File: src/sv/qmcds_pkg.sv
// ----------------------------------------------------------------------------
// qmcds_pkg: shared definitions of the digital shift randomizer
// Widths, method codes, register indexes, reset values and the control
// structs that pass between the sequencer and its serial units.
// ----------------------------------------------------------------------------
package qmcds_pkg;

  localparam int unsigned DataW           = 32;
  localparam int unsigned MethodW         = 2;
  localparam int unsigned BaseW           = 17;
  localparam int unsigned DcntW           = 6;
  localparam int unsigned ScaleW          = 33;
  localparam int unsigned AccW            = 64;
  localparam int unsigned CfgDataW        = 64;
  localparam int unsigned CfgAddrW        = 5;
  localparam int unsigned RegIdxW         = 2;
  localparam int unsigned FracBitsDefault = 32;
  localparam int unsigned MaxDigits       = 32;

  localparam logic [MethodW-1:0] MethodNone    = 2'd0;
  localparam logic [MethodW-1:0] MethodAdd     = 2'd1;
  localparam logic [MethodW-1:0] MethodDigital = 2'd2;

  localparam logic [RegIdxW-1:0] RegMethod = 2'd0;
  localparam logic [RegIdxW-1:0] RegBase   = 2'd1;
  localparam logic [RegIdxW-1:0] RegDcnt   = 2'd2;
  localparam logic [RegIdxW-1:0] RegScale  = 2'd3;

  localparam logic [BaseW-1:0]   BaseTwo       = 17'd2;
  localparam logic [MethodW-1:0] MethodReset   = MethodNone;
  localparam logic [BaseW-1:0]   BaseReset     = BaseTwo;
  localparam logic [DcntW-1:0]   DcntReset     = 6'd32;
  localparam logic [ScaleW-1:0]  ScaleReset    = 33'h1_0000_0000;

  typedef struct packed {
    logic [MethodW-1:0] method;
    logic [BaseW-1:0]   base;
    logic [DcntW-1:0]   digit_count;
    logic [ScaleW-1:0]  scale;
  } cfg_t;

  // Load and step strobes of a shift-and-add or restoring unit.
  typedef struct packed {
    logic load;
    logic step;
  } seq_ctrl_t;

  typedef struct packed {
    logic clear;
    logic load;
    logic step;
    logic last;
  } mac_ctrl_t;

endpackage

File: src/sv/qmcds_cfg.sv
// ----------------------------------------------------------------------------
// qmcds_cfg: configuration registers
// APB-style register file holding method, base, digit count and scale.
// ----------------------------------------------------------------------------
module qmcds_cfg (
  input  logic                                clk_i,
  input  logic                                rst_ni,
  input  logic                                psel,
  input  logic                                penable,
  input  logic                                pwrite,
  input  logic [qmcds_pkg::CfgAddrW-1:0]      paddr,
  input  logic [qmcds_pkg::CfgDataW-1:0]      pwdata,
  output logic [qmcds_pkg::CfgDataW-1:0]      prdata,
  output logic                                pready,
  output qmcds_pkg::cfg_t                     cfg_o
);

  qmcds_pkg::cfg_t                    cfg_q;
  logic [qmcds_pkg::RegIdxW-1:0]      reg_idx;
  logic                               wr_en;

  assign reg_idx = paddr[qmcds_pkg::CfgAddrW-1:qmcds_pkg::CfgAddrW-qmcds_pkg::RegIdxW];
  assign wr_en   = psel && penable && pwrite;
  assign pready  = 1'b1;
  assign cfg_o   = cfg_q;

  always_ff @(posedge clk_i or negedge rst_ni) begin
    if (!rst_ni) begin
      cfg_q.method      <= qmcds_pkg::MethodReset;
      cfg_q.base        <= qmcds_pkg::BaseReset;
      cfg_q.digit_count <= qmcds_pkg::DcntReset;
      cfg_q.scale       <= qmcds_pkg::ScaleReset;
    end else if (wr_en) begin
      case (reg_idx)
        qmcds_pkg::RegMethod: cfg_q.method      <= pwdata[qmcds_pkg::MethodW-1:0];
        qmcds_pkg::RegBase:   cfg_q.base        <= pwdata[qmcds_pkg::BaseW-1:0];
        qmcds_pkg::RegDcnt:   cfg_q.digit_count <= pwdata[qmcds_pkg::DcntW-1:0];
        qmcds_pkg::RegScale:  cfg_q.scale       <= pwdata[qmcds_pkg::ScaleW-1:0];
        default: ;
      endcase
    end
  end

  always_comb begin
    case (reg_idx)
      qmcds_pkg::RegMethod: prdata = qmcds_pkg::CfgDataW'(cfg_q.method);
      qmcds_pkg::RegBase:   prdata = qmcds_pkg::CfgDataW'(cfg_q.base);
      qmcds_pkg::RegDcnt:   prdata = qmcds_pkg::CfgDataW'(cfg_q.digit_count);
      qmcds_pkg::RegScale:  prdata = qmcds_pkg::CfgDataW'(cfg_q.scale);
      default:              prdata = '0;
    endcase
  end

endmodule

File: src/sv/qmcds_mul.sv
// ----------------------------------------------------------------------------
// qmcds_mul: serial scale multiplier
// Shift-and-add multiplier that takes one multiplier bit per cycle, LSB first.
// ----------------------------------------------------------------------------
module qmcds_mul #(
  parameter int unsigned PW = 32
) (
  input  logic                                clk_i,
  input  qmcds_pkg::seq_ctrl_t                ctrl_i,
  input  logic [PW-1:0]                       mplr_i,
  input  logic [qmcds_pkg::ScaleW-1:0]        mcand_i,
  output logic [PW+qmcds_pkg::ScaleW-1:0]     prod_o
);

  logic [qmcds_pkg::ScaleW-1:0] hi_q, hi_d;
  logic [PW-1:0]                lo_q, lo_d;
  logic [qmcds_pkg::ScaleW:0]   sum;

  assign sum    = {1'b0, hi_q} + (lo_q[0] ? {1'b0, mcand_i} : '0);
  assign prod_o = {hi_q, lo_q};

  always_comb begin
    hi_d = hi_q;
    lo_d = lo_q;
    if (ctrl_i.load) begin
      hi_d = '0;
      lo_d = mplr_i;
    end else if (ctrl_i.step) begin
      // Product bits retire into the low half as the multiplier shifts out.
      hi_d = sum[qmcds_pkg::ScaleW:1];
      lo_d = {sum[0], lo_q[PW-1:1]};
    end
  end

  always_ff @(posedge clk_i) begin
    hi_q <= hi_d;
    lo_q <= lo_d;
  end

endmodule

File: src/sv/qmcds_div.sv
// ----------------------------------------------------------------------------
// qmcds_div: serial restoring divider
// One quotient bit per cycle; the quotient shifts into the dividend register.
// ----------------------------------------------------------------------------
module qmcds_div #(
  parameter int unsigned XW = 33,
  parameter int unsigned DW = 17
) (
  input  logic                    clk_i,
  input  qmcds_pkg::seq_ctrl_t    ctrl_i,
  input  logic [XW-1:0]           x_i,
  input  logic [DW-1:0]           rem_i,
  input  logic [DW-1:0]           dvsr_i,
  output logic [XW-1:0]           quo_o,
  output logic [DW-1:0]           rem_o
);

  logic [XW-1:0] x_q, x_d;
  logic [DW-1:0] rem_q, rem_d;
  logic [DW:0]   trial;
  logic [DW:0]   diff;
  logic          fits;

  assign trial = {rem_q, x_q[XW-1]};
  assign diff  = trial - {1'b0, dvsr_i};
  assign fits  = trial >= {1'b0, dvsr_i};
  assign quo_o = x_q;
  assign rem_o = rem_q;

  always_comb begin
    x_d   = x_q;
    rem_d = rem_q;
    if (ctrl_i.load) begin
      x_d   = x_i;
      rem_d = rem_i;
    end else if (ctrl_i.step) begin
      // The partial remainder stays below the divisor, so DW bits hold it.
      rem_d = fits ? diff[DW-1:0] : trial[DW-1:0];
      x_d   = {x_q[XW-2:0], fits};
    end
  end

  always_ff @(posedge clk_i) begin
    x_q   <= x_d;
    rem_q <= rem_d;
  end

endmodule

File: src/sv/qmcds_mac.sv
// ----------------------------------------------------------------------------
// qmcds_mac: serial digit accumulator
// Adds digit times weight into the result and advances the weight by the
// base, one bit of digit and base per cycle, modulo 2^64.
// ----------------------------------------------------------------------------
module qmcds_mac (
  input  logic                              clk_i,
  input  qmcds_pkg::mac_ctrl_t              ctrl_i,
  input  logic [qmcds_pkg::BaseW-1:0]       digit_i,
  input  logic [qmcds_pkg::BaseW-1:0]       base_i,
  output logic [qmcds_pkg::AccW-1:0]        acc_o
);

  logic [qmcds_pkg::AccW-1:0]  acc_q, acc_d;
  logic [qmcds_pkg::AccW-1:0]  k_q, k_d;
  logic [qmcds_pkg::AccW-1:0]  ks_q, ks_d;
  logic [qmcds_pkg::AccW-1:0]  kn_q, kn_d;
  logic [qmcds_pkg::BaseW-1:0] dig_q, dig_d;
  logic [qmcds_pkg::BaseW-1:0] bsh_q, bsh_d;
  logic [qmcds_pkg::AccW-1:0]  acc_add;
  logic [qmcds_pkg::AccW-1:0]  kn_add;

  assign acc_add = acc_q + (dig_q[0] ? ks_q : '0);
  assign kn_add  = kn_q + (bsh_q[0] ? ks_q : '0);
  assign acc_o   = acc_q;

  always_comb begin
    acc_d = acc_q;
    k_d   = k_q;
    ks_d  = ks_q;
    kn_d  = kn_q;
    dig_d = dig_q;
    bsh_d = bsh_q;
    if (ctrl_i.clear) begin
      acc_d = '0;
      k_d   = qmcds_pkg::AccW'(1);
    end else if (ctrl_i.load) begin
      ks_d  = k_q;
      kn_d  = '0;
      dig_d = digit_i;
      bsh_d = base_i;
    end else if (ctrl_i.step) begin
      acc_d = acc_add;
      kn_d  = kn_add;
      ks_d  = {ks_q[qmcds_pkg::AccW-2:0], 1'b0};
      dig_d = dig_q >> 1;
      bsh_d = bsh_q >> 1;
      if (ctrl_i.last) begin
        k_d = kn_add;
      end
    end
  end

  always_ff @(posedge clk_i) begin
    acc_q <= acc_d;
    k_q   <= k_d;
    ks_q  <= ks_d;
    kn_q  <= kn_d;
    dig_q <= dig_d;
    bsh_q <= bsh_d;
  end

endmodule

File: src/sv/qmc_point_digital_shift.sv
// ----------------------------------------------------------------------------
// qmc_point_digital_shift: quasi-Monte Carlo coordinate randomizer
// Shifts one Q0.FracBits coordinate per request by pass-through, addition
// modulo one or a digital shift in a configurable base.
// ----------------------------------------------------------------------------
// The block works on one request at a time and takes the next one once the
// current result has moved to the output register. Pass-through, add modulo
// one and a zero scale go from the start state straight to the finish state.
// The digital shift uses a serial multiplier of PW = min(FracBits, 32) bits
// and a restoring divider of FracBits quotient bits for the final division.
// Bases above two add a digit loop: for each base digit a restoring
// division of both digit integers and their sum, then a shift-and-add of
// digit and weight, for at most min(digit_count, 32) digits; the digit loop
// ends early once both digit integers are zero.
module qmc_point_digital_shift #(
  parameter int unsigned FracBits = qmcds_pkg::FracBitsDefault
) (
  input  logic                              clk_i,
  input  logic                              rst_ni,
  input  logic                              psel,
  input  logic                              penable,
  input  logic                              pwrite,
  input  logic [qmcds_pkg::CfgAddrW-1:0]    paddr,
  input  logic [qmcds_pkg::CfgDataW-1:0]    pwdata,
  output logic [qmcds_pkg::CfgDataW-1:0]    prdata,
  output logic                              pready,
  input  logic                              in_valid_i,
  output logic                              in_stall_o,
  input  logic [qmcds_pkg::DataW-1:0]       point_i,
  input  logic [qmcds_pkg::DataW-1:0]       shift_i,
  output logic                              out_valid_o,
  input  logic                              out_stall_i,
  output logic [qmcds_pkg::DataW-1:0]       shifted_o
);

  localparam int unsigned PW       = (FracBits < qmcds_pkg::DataW) ? FracBits
                                                                   : qmcds_pkg::DataW;
  localparam int unsigned ProdW    = PW + qmcds_pkg::ScaleW;
  localparam int unsigned MaxSteps = (FracBits > qmcds_pkg::ScaleW) ? FracBits
                                                                    : qmcds_pkg::ScaleW;
  localparam int unsigned CntW     = $clog2(MaxSteps);
  localparam int unsigned DigW     = $clog2(qmcds_pkg::MaxDigits + 1);

  localparam logic [3:0] StIdle   = 4'd0;
  localparam logic [3:0] StStart  = 4'd1;
  localparam logic [3:0] StMul    = 4'd2;
  localparam logic [3:0] StScaled = 4'd3;
  localparam logic [3:0] StDstep  = 4'd4;
  localparam logic [3:0] StDiv    = 4'd5;
  localparam logic [3:0] StMacLd  = 4'd6;
  localparam logic [3:0] StMac    = 4'd7;
  localparam logic [3:0] StCheck  = 4'd8;
  localparam logic [3:0] StFdiv   = 4'd9;
  localparam logic [3:0] StFres   = 4'd10;
  localparam logic [3:0] StFinish = 4'd11;

  qmcds_pkg::cfg_t                  cfg;
  qmcds_pkg::seq_ctrl_t             mul_ctrl;
  qmcds_pkg::seq_ctrl_t             dig_ctrl;
  qmcds_pkg::seq_ctrl_t             fd_ctrl;
  qmcds_pkg::mac_ctrl_t             mac_ctrl;

  logic [3:0]                       state_q, state_d;
  logic [CntW-1:0]                  cnt_q, cnt_d;
  logic [DigW-1:0]                  dig_cnt_q, dig_cnt_d;
  logic [PW-1:0]                    pt_q, sh_q;
  logic [qmcds_pkg::DataW-1:0]      rslt_q, rslt_d;
  logic                             out_valid_q, out_valid_d;
  logic [qmcds_pkg::DataW-1:0]      out_data_q, out_data_d;
  logic                             accept;

  logic [PW-1:0]                    add_sum;
  logic                             base2;
  logic [DigW-1:0]                  n_digits;
  logic [ProdW-1:0]                 prod_p, prod_s;
  logic [qmcds_pkg::ScaleW-1:0]     pi, ri;
  logic [qmcds_pkg::ScaleW-1:0]     dp_x, dr_x, ds_x;
  logic [qmcds_pkg::ScaleW-1:0]     quo_p, quo_r;
  logic [qmcds_pkg::BaseW-1:0]      digit;
  logic [qmcds_pkg::AccW-1:0]       acc;
  logic [qmcds_pkg::AccW-1:0]       res64;
  logic [qmcds_pkg::ScaleW-1:0]     limit;
  logic [qmcds_pkg::ScaleW-1:0]     r33;
  logic [FracBits-1:0]              fq;

  qmcds_cfg u_cfg (
    .clk_i   (clk_i),
    .rst_ni  (rst_ni),
    .psel    (psel),
    .penable (penable),
    .pwrite  (pwrite),
    .paddr   (paddr),
    .pwdata  (pwdata),
    .prdata  (prdata),
    .pready  (pready),
    .cfg_o   (cfg)
  );

  qmcds_mul #(.PW(PW)) u_mul_p (
    .clk_i   (clk_i),
    .ctrl_i  (mul_ctrl),
    .mplr_i  (pt_q),
    .mcand_i (cfg.scale),
    .prod_o  (prod_p)
  );

  qmcds_mul #(.PW(PW)) u_mul_s (
    .clk_i   (clk_i),
    .ctrl_i  (mul_ctrl),
    .mplr_i  (sh_q),
    .mcand_i (cfg.scale),
    .prod_o  (prod_s)
  );

  assign pi = qmcds_pkg::ScaleW'(prod_p >> FracBits);
  assign ri = qmcds_pkg::ScaleW'(prod_s >> FracBits);

  // The point and shift digit dividers first park the scaled integers, then divide
  // their own quotients again on every digit step; the third divides their sum.
  assign dp_x = (state_q == StScaled) ? pi : quo_p;
  assign dr_x = (state_q == StScaled) ? ri : quo_r;
  assign ds_x = quo_p + quo_r;

  qmcds_div #(.XW(qmcds_pkg::ScaleW), .DW(qmcds_pkg::BaseW)) u_div_p (
    .clk_i  (clk_i),
    .ctrl_i (dig_ctrl),
    .x_i    (dp_x),
    .rem_i  ('0),
    .dvsr_i (cfg.base),
    .quo_o  (quo_p),
    .rem_o  ()
  );

  qmcds_div #(.XW(qmcds_pkg::ScaleW), .DW(qmcds_pkg::BaseW)) u_div_r (
    .clk_i  (clk_i),
    .ctrl_i (dig_ctrl),
    .x_i    (dr_x),
    .rem_i  ('0),
    .dvsr_i (cfg.base),
    .quo_o  (quo_r),
    .rem_o  ()
  );

  qmcds_div #(.XW(qmcds_pkg::ScaleW), .DW(qmcds_pkg::BaseW)) u_div_s (
    .clk_i  (clk_i),
    .ctrl_i (dig_ctrl),
    .x_i    (ds_x),
    .rem_i  ('0),
    .dvsr_i (cfg.base),
    .quo_o  (),
    .rem_o  (digit)
  );

  qmcds_mac u_mac (
    .clk_i   (clk_i),
    .ctrl_i  (mac_ctrl),
    .digit_i (digit),
    .base_i  (cfg.base),
    .acc_o   (acc)
  );

  // A digit integer of one modulo one wraps to zero; in base two only values
  // that do not fit below the scale are dropped.
  assign res64 = base2 ? qmcds_pkg::AccW'(quo_p ^ quo_r) : acc;
  assign limit = base2 ? cfg.scale : cfg.scale - 1'b1;
  assign r33   = (res64 >= qmcds_pkg::AccW'(limit)) ? '0 : res64[qmcds_pkg::ScaleW-1:0];

  qmcds_div #(.XW(FracBits), .DW(qmcds_pkg::ScaleW)) u_div_f (
    .clk_i  (clk_i),
    .ctrl_i (fd_ctrl),
    .x_i    ('0),
    .rem_i  (r33),
    .dvsr_i (cfg.scale),
    .quo_o  (fq),
    .rem_o  ()
  );

  assign add_sum  = pt_q + sh_q;
  assign base2    = cfg.base <= qmcds_pkg::BaseTwo;
  assign n_digits = (cfg.digit_count > qmcds_pkg::DcntW'(qmcds_pkg::MaxDigits))
                    ? DigW'(qmcds_pkg::MaxDigits) : DigW'(cfg.digit_count);

  assign in_stall_o  = state_q != StIdle;
  assign accept      = in_valid_i && !in_stall_o;
  assign out_valid_o = out_valid_q;
  assign shifted_o   = out_data_q;

  always_comb begin
    state_d     = state_q;
    cnt_d       = cnt_q;
    dig_cnt_d   = dig_cnt_q;
    rslt_d      = rslt_q;
    out_valid_d = out_valid_q;
    out_data_d  = out_data_q;
    mul_ctrl    = '0;
    dig_ctrl    = '0;
    fd_ctrl     = '0;
    mac_ctrl    = '0;
    if (out_valid_q && !out_stall_i) begin
      out_valid_d = 1'b0;
    end
    case (state_q)
      StIdle: begin
        if (in_valid_i) begin
          state_d = StStart;
        end
      end
      StStart: begin
        case (cfg.method)
          qmcds_pkg::MethodAdd: begin
            rslt_d  = qmcds_pkg::DataW'(add_sum);
            state_d = StFinish;
          end
          qmcds_pkg::MethodDigital: begin
            if (cfg.scale == '0) begin
              rslt_d  = '0;
              state_d = StFinish;
            end else begin
              mul_ctrl.load = 1'b1;
              cnt_d         = '0;
              state_d       = StMul;
            end
          end
          default: begin
            rslt_d  = qmcds_pkg::DataW'(pt_q);
            state_d = StFinish;
          end
        endcase
      end
      StMul: begin
        mul_ctrl.step = 1'b1;
        cnt_d         = cnt_q + 1'b1;
        if (cnt_q == CntW'(PW - 1)) begin
          state_d = StScaled;
        end
      end
      StScaled: begin
        dig_ctrl.load = 1'b1;
        if (base2) begin
          state_d = StCheck;
        end else begin
          mac_ctrl.clear = 1'b1;
          dig_cnt_d      = '0;
          state_d        = StDstep;
        end
      end
      StDstep: begin
        // Once both integers are zero every further digit is zero as well.
        if (dig_cnt_q == n_digits || (quo_p == '0 && quo_r == '0)) begin
          state_d = StCheck;
        end else begin
          dig_ctrl.load = 1'b1;
          cnt_d         = '0;
          state_d       = StDiv;
        end
      end
      StDiv: begin
        dig_ctrl.step = 1'b1;
        cnt_d         = cnt_q + 1'b1;
        if (cnt_q == CntW'(qmcds_pkg::ScaleW - 1)) begin
          state_d = StMacLd;
        end
      end
      StMacLd: begin
        mac_ctrl.load = 1'b1;
        cnt_d         = '0;
        state_d       = StMac;
      end
      StMac: begin
        mac_ctrl.step = 1'b1;
        cnt_d         = cnt_q + 1'b1;
        if (cnt_q == CntW'(qmcds_pkg::BaseW - 1)) begin
          mac_ctrl.last = 1'b1;
          dig_cnt_d     = dig_cnt_q + 1'b1;
          state_d       = StDstep;
        end
      end
      StCheck: begin
        fd_ctrl.load = 1'b1;
        cnt_d        = '0;
        state_d      = StFdiv;
      end
      StFdiv: begin
        fd_ctrl.step = 1'b1;
        cnt_d        = cnt_q + 1'b1;
        if (cnt_q == CntW'(FracBits - 1)) begin
          state_d = StFres;
        end
      end
      StFres: begin
        rslt_d  = qmcds_pkg::DataW'(fq);
        state_d = StFinish;
      end
      StFinish: begin
        if (!out_valid_q || !out_stall_i) begin
          out_valid_d = 1'b1;
          out_data_d  = rslt_q;
          state_d     = StIdle;
        end
      end
      default: begin
        state_d = StIdle;
      end
    endcase
  end

  always_ff @(posedge clk_i or negedge rst_ni) begin
    if (!rst_ni) begin
      state_q     <= StIdle;
      cnt_q       <= '0;
      dig_cnt_q   <= '0;
      out_valid_q <= 1'b0;
    end else begin
      state_q     <= state_d;
      cnt_q       <= cnt_d;
      dig_cnt_q   <= dig_cnt_d;
      out_valid_q <= out_valid_d;
    end
  end

  always_ff @(posedge clk_i) begin
    if (accept) begin
      pt_q <= point_i[PW-1:0];
      sh_q <= shift_i[PW-1:0];
    end
    rslt_q     <= rslt_d;
    out_data_q <= out_data_d;
  end

`ifndef ASSERT_OFF
  a_accept_starts: assert property (@(posedge clk_i) disable iff (!rst_ni)
    accept |=> (state_q == StStart))
    else $error("accepted request did not start the sequencer");

  a_result_from_finish: assert property (@(posedge clk_i) disable iff (!rst_ni)
    $rose(out_valid_q) |-> $past(state_q == StFinish))
    else $error("output became valid outside the finish state");

  a_finish_loads: assert property (@(posedge clk_i) disable iff (!rst_ni)
    (state_q == StFinish && !out_stall_i) |=> (out_valid_q && state_q == StIdle))
    else $error("finished result was not moved to the output register");

  a_digit_bound: assert property (@(posedge clk_i) disable iff (!rst_ni)
    (state_q == StMac || state_q == StDiv) |-> (dig_cnt_q < DigW'(qmcds_pkg::MaxDigits)))
    else $error("digit loop ran past the digit limit");
`endif

endmodule

File: config.mk
export PLATFORM = sky130hd
export DESIGN_NAME = qmc_point_digital_shift
export DESIGN_NICKNAME = d
export VERILOG_FILES = /design/src/sv/qmcds_pkg.sv /design/src/sv/qmcds_cfg.sv /design/src/sv/qmcds_mul.sv /design/src/sv/qmcds_div.sv /design/src/sv/qmcds_mac.sv /design/src/sv/qmc_point_digital_shift.sv
export SDC_FILE = /design/constraint.sdc
export NUM_CORES = 2
export LEC_CHECK = 0
export CAP_MARGIN = 10
export CELL_PAD_IN_SITES_DETAIL_PLACEMENT = 1
export CELL_PAD_IN_SITES_GLOBAL_PLACEMENT = 1
export CORE_MARGIN = 2
export CORE_UTILIZATION = 50
export DETAILED_ROUTE_END_ITERATION = 16
export DONT_BUFFER_PORTS = 1
export GPL_TIMING_DRIVEN = 0
export PLACE_DENSITY = 0.78
export SYNTH_ARGS = -nofsm -noshare
export SYNTH_HDL_FRONTEND = slang
export SYNTH_HIERARCHICAL = 1
export SYNTH_SLANG_ARGS = --single-unit
File: constraint.sdc
create_clock -name clk_i -period 11.33 [get_ports clk_i]
set_input_delay 2.266 -clock clk_i [delete_from_list [all_inputs] [get_ports clk_i]]
set_output_delay 2.266 -clock clk_i [all_outputs]
set_load 0.03 [all_outputs]
* Word-level counts from Yosys, hierarchy flattened *
Cells that the tools add are included.

operators by class
  $add $sub $neg = 13
  $lt $le $gt $ge = 7
  equal/unequal tests = 32
  muxes and demuxes = 72
  bitwise logic cells = 3
  reductions and logical operators = 38

operator list
  kind                                                                   count
  33-bit 2-to-1 mux                                                      15
  64-bit 2-to-1 mux                                                      6
  64-bit case mux with 4 select lines                                    1
  32-bit 2-to-1 mux                                                      5
  64-bit adder                                                           2
  32-bit case mux with 2 select lines                                    2
  17-bit 2-to-1 mux                                                      7
  33-bit logical NOT                                                     3
  33-bit by 34-bit adder with 34-bit output                              2
  64-bit by 33-bit greater-or-equal comparator with 1-bit output         1
  18-bit by 17-bit greater-or-equal comparator with 1-bit output         3
  17-bit subtractor                                                      3
  4-bit case mux with 12 select lines                                    1
  4-bit 2-to-1 mux                                                       10
  6-bit 2-to-1 mux                                                       6
  34-bit by 33-bit greater-or-equal comparator with 1-bit output         1
  33-bit adder                                                           1
  33-bit by 1-bit subtractor with 33-bit output (second input constant)  1
  33-bit subtractor                                                      1
  33-bit XOR                                                             1
  32-bit adder                                                           1
  6-bit case mux with 4 select lines                                     1
  2-bit != test (second input constant)                                  9
  2-bit AND reduction                                                    9
  other kinds (31)                                                       73

word-level totals
  register bits = 838
  input bits = 140
  output and inout bits = 99
  word-level logic and storage cells = 195

* Depth between registers and ports, before layout *
  word-level depth = 8
  gate-level depth with buffers = 21
  depth with buffers taken out = 20

* Cells and area by module *
Netlist, hierarchy kept.

modules (own cells, without submodules)
  module                   times used  cells an instance  area an instance (sq um)  seq. area each (sq um)
  qmcds_mac                1           2185               19341.0                   7427.1
  qmc_point_digital_shift  1           1210               11748.8                   4269.1
  qmcds_div (u_div_p ...)  3           275                3133.0                    1501.4
  qmcds_div (u_div_f)      1           506                5021.1                    1951.9
  qmcds_mul (u_mul_s)      1           515                4664.5                    1621.6
  qmcds_mul (u_mul_p)      1           489                4593.2                    1621.6
  qmcds_cfg                1           218                2930.3                    1455.1

* Worst setup path before layout *
Ideal clock, no wire load.

  path type = register -> register
  start = register u_cfg.cfg_q, in the netlist u_cfg/cfg_o[52]
  end = register u_mac/bsh_q[0] (netlist bit) (enable)
  arrival = 9.629 ns
  required time = 10.644 ns
  path slack = 1.016 ns
  stages on the path, launching flop included = 11
  period minus slack after synthesis = 10.314 ns
  cells stage by stage = dfrtp_1 -> nor4_1 -> nand4_1 -> nor4_1 -> inv_1 -> nand2_1 -> inv_1 -> clkbuf_1 -> clkbuf_1 -> clkbuf_1 -> nor2_1

RTL lines
  what                  line             source
  from (decl)           qmcds_cfg.sv:18  qmcds_pkg::cfg_t cfg_q;
  to (signal assigned)  qmcds_mac.sv:60  bsh_q <= bsh_d;
  to (decl)             qmcds_mac.sv:19  logic [qmcds_pkg::BaseW-1:0] bsh_q, bsh_d;

==> run_results.csv <==
group,metric,value,unit
worst_setup_path,cp_num_buf_inv,3,
sta,fin_hold_ws,0.4157,ns
outcome,status,"complete, no violations",
logic_synthesis,yosys_warnings,6,
power,p_total,18.14,mW
sta,fin_ws,4.331,ns
hold_path,min_path_type,"reg -> reg",
power,power_switching,7.991,mW
clocking,cts.sink_count,838,
worst_setup_path,path_delay_family,"simple AND/OR/NAND/NOR gates",
power,irDropWorstVdd,0.0001834,V
logic_synthesis,synth-seq-cells,838,
clocking,clock_latency,0.75,ns
worst_setup_path,crit_chain,"or4_4 > or3_4 > or4_4 > or3_4 > or3_4 > o41ai_4 > nor4_1 > clkbuf_1 > nor2_1 > clkbuf_1 > inv_2",
logic_synthesis,synth_area_leaders,"edfxtp_1 (30%), mux2_2 (9.0%), ha_1 (8.2%)",
sta,tightest_slew,1.347,ns
worst_setup_path,reg2reg_depth,11,
power,swShare,44.06,%
clocking,root_buffer,"clkbuf_16",
clocking,cts_resized,0,
logic_synthesis,ys.flop_type,"edfxtp_1",
hold_path,hold_path_depth,0,
power,internal-power,10.15,mW
power,powerDensity,284.5,nW/um^2
worst_setup_path,cp.arrival,7.27,ns
sta,hold_violations,0,
final_layout,area_growth,10.49,%
floorplanning,die_area,118100,sq um
route,via_per_inst,6.281,
sta,clock_skew,0.03353,ns
power,leakage,25.15,nW
logic_synthesis,synth_seq_area_share,39.60,%
worst_setup_path,worstSetupEndpointType,"flop",
global_routing,grt_pass1_wl,307700,um
clocking,holdBufCountCts,0,
sta,setup_violations,0,
power,p_clk_share,18.7,%
route,drt_iter0_markers,3987,
route,dr.pass1.iters,5,
worst_setup_path,r2r_slack,4.33,ns
final_layout,final_cell_area,63750,sq um
floorplanning,die_x,343.7,um
route,wire_per_inst,26.20,um
floorplanning,coreArea,114300,sq um
sta,final.period_utilization,61.77,%
placed_design,place_ws,4.497,ns
placed_design,dp_hpwl,152700,um
logic_synthesis,ys_async_sr_fraction,8.950,%
worst_setup_path,critical-path-max-stage-delay,0.83,ns
worst_setup_path,crit_path_max_fanout,32,
floorplanning,start_util,50.46,%
worst_setup_path,path_depth,11,
final_layout,final_core_util,55.75,%
worst_setup_path,cp_data_required_time,11.60,ns
logic_synthesis,synth_area,57700,sq um
global_routing,grt.overflow.total,0,
worst_setup_path,start_kind,"flop",
flow_run,cap_violations,0,
floorplanning,rows,124,
power,pwr-share-seq,30.9,%
sta,fin_crit,6.999,ns
worst_setup_path,cpMostUsedCell,"or3_4",
logic_synthesis,ys_types,125,
floorplanning,io_pins,239,
power,comb_power_share,50.3,%
route,vias,48893,
route,drc,0,
placed_design,port_buffers,0,
route,detail-route-antenna-nets,0,
sta,slew_viol_final,0,
logic_synthesis,yosysTopAreaCell,"edfxtp_1",
clocking,cts_tree,"done",
sta,rsz0062_at_grt,"no",
placed_design,placed_area,60290,sq um
clocking,cts_max_level,3,
logic_synthesis,synth_top_area_share,29.61,%
clocking,clockBufferDepth,3,
clocking,path_clk_slew,0.06,ns
worst_setup_path,worst-setup-path-type,"reg -> reg",
global_routing,grt_pass1_vias,50399,
sta,fmax,0.1429,GHz
sta,relSlewSlack,10.18,%
route,wl,204000,um
global_routing,grt.total_usage,33.92,%
worst_setup_path,slowest_stage,"clkbuf_1",
logic_synthesis,netlist_instances,5948,
logic_synthesis,yosysMostFrequentCell,"edfxtp_1",
global_routing,grt_max_degree,76,
global_routing,grt_antenna_before_repair,20,
placed_design,place.gp.congestion,0.9431,
logic_synthesis,synth_commonest_cells,"edfxtp_1 (569), a21oi_1 (558), nand2_1 (480)",
clocking,cts_buffers,100,
final_layout,nets,6709,
logic_synthesis,avgSynthCellArea,9.700,sq um
floorplanning,dieHeight,343.7,um
logic_synthesis,synth-edff-count,569,
final_layout,drive_gt1_share,13.66,%
clocking,cts_setup_buffers,0,
cells by family (layout without fill, tap and decap cells):
logic type | after synthesis | count (layout) | synth area share (%)
buf+inv | 575 | 780 | 4.213
fa+ha+maj | 388 | 388 | 8.544
simple gates | 1755 | 1755 | 15.13
compound gates | 1541 | 1541 | 17.29
other cells | 3 | 122 | 0.01952
xor+xnor | 313 | 313 | 4.751
flops | 838 | 838 | 39.60
mux | 535 | 535 | 10.44
per-stage QoR:
stage,setup TNS [ns],cells
after floorplan,0,6060
after global placement,-1118.11,7572
after detailed placement,0,7589
after CTS,0,7775
after global routing,0,7782
final,0,7784
final timing paths:
check / startpoint / endpoint
hold reg to reg: rslt_q[12] / shifted_o[12]
setup reg to reg: u_cfg/cfg_o[2] / u_mul_s/lo_q[22]
min in group asynchronous: rst_ni / u_cfg/cfg_o[11]
max in group asynchronous: rst_ni / u_cfg/cfg_o[38]
setup / recovery: u_cfg/cfg_o[2] / u_mul_s/lo_q[22]
hold / removal: rslt_q[12] / shifted_o[12]
per-layer routing:
layer / routed length (um) / up-vias / global-route usage (%)
met2: 95100 / 1643 / 55.43
met5: 104 / - / 0
met3: 12740 / 531 / 5.548
met1: 85120 / 24486 / 43.53
li1: - / 22217 / -
met4: 10910 / 16 / 16.89
cells in the final DEF, fill, tap and decap left out, drive strengths merged, types with 31 or more instances in the layout:
cell type / count
xnor2: 199
conb: 115
mux2i: 57
a211oi: 76
buf: 111
nor3: 84
o21bai: 78
dfrtp: 72
o21ai: 283
ha: 378
nor2b: 75
o21a: 48
nand2: 480
a221oi: 38
and3: 47
mux2: 476
xor2: 114
nand2b: 38
clkbuf: 361
nand4: 93
a21o: 183
nand3: 110
nor2: 428
o211ai: 31
nor4: 65
a21oi: 564
dfxtp: 194
edfxtp: 569
and2: 215
a31oi: 50
inv: 260
registers in the layout (all words and copies together) (netlist names), 17 cells and up:
name and count:
u_mac/k_q 64, u_div_p/quo_o 33, shifted_o 32, u_cfg/cfg_o 58, rslt_q 32, u_mul_p/lo_q 32, u_div_f/quo_o 32, u_mul_s/hi_q 33
u_div_s/rem_o 17, u_div_r/quo_o 33, u_div_f/rem_o 33, u_mul_s/lo_q 32, u_mac/bsh_q 17, u_div_s/quo_o 33, u_mac/dig_q 17, u_mac/kn_q 64
u_mac/ks_q 64, u_mul_p/hi_q 33, u_mac/acc_o 64, u_div_p/rem_o 17, u_div_r/rem_o 17, pt_q 32, sh_q 32
final cells by class:
type / instances / area, sq um
Antenna cell: 7 / 17.52
Buffer: 324 / 1489
Clock buffer: 130 / 2706
Clock inverter: 56 / 683.2
Fill cell: 12795 / 50600
Inverter: 251 / 942.2
Multi-Input combinational cell: 4647 / 32880
Sequential cell: 838 / 22850
Tap cell: 1512 / 1892
Timing Repair Buffer: 19 / 291.5
power by group through the flow:
stage / sequential (mW) / clock [mW] / combinational, mW
after floorplan: 5.14 / 0 / 6.54
after detailed placement: 5.63 / 0 / 8.81
after global placement: 5.64 / 0 / 8.38
after CTS: 5.58 / 3.44 / 8.94
final: 5.61 / 3.39 / 9.13
after global routing: 5.67 / 3.54 / 9.93
(Power assumes the default switching activity.)
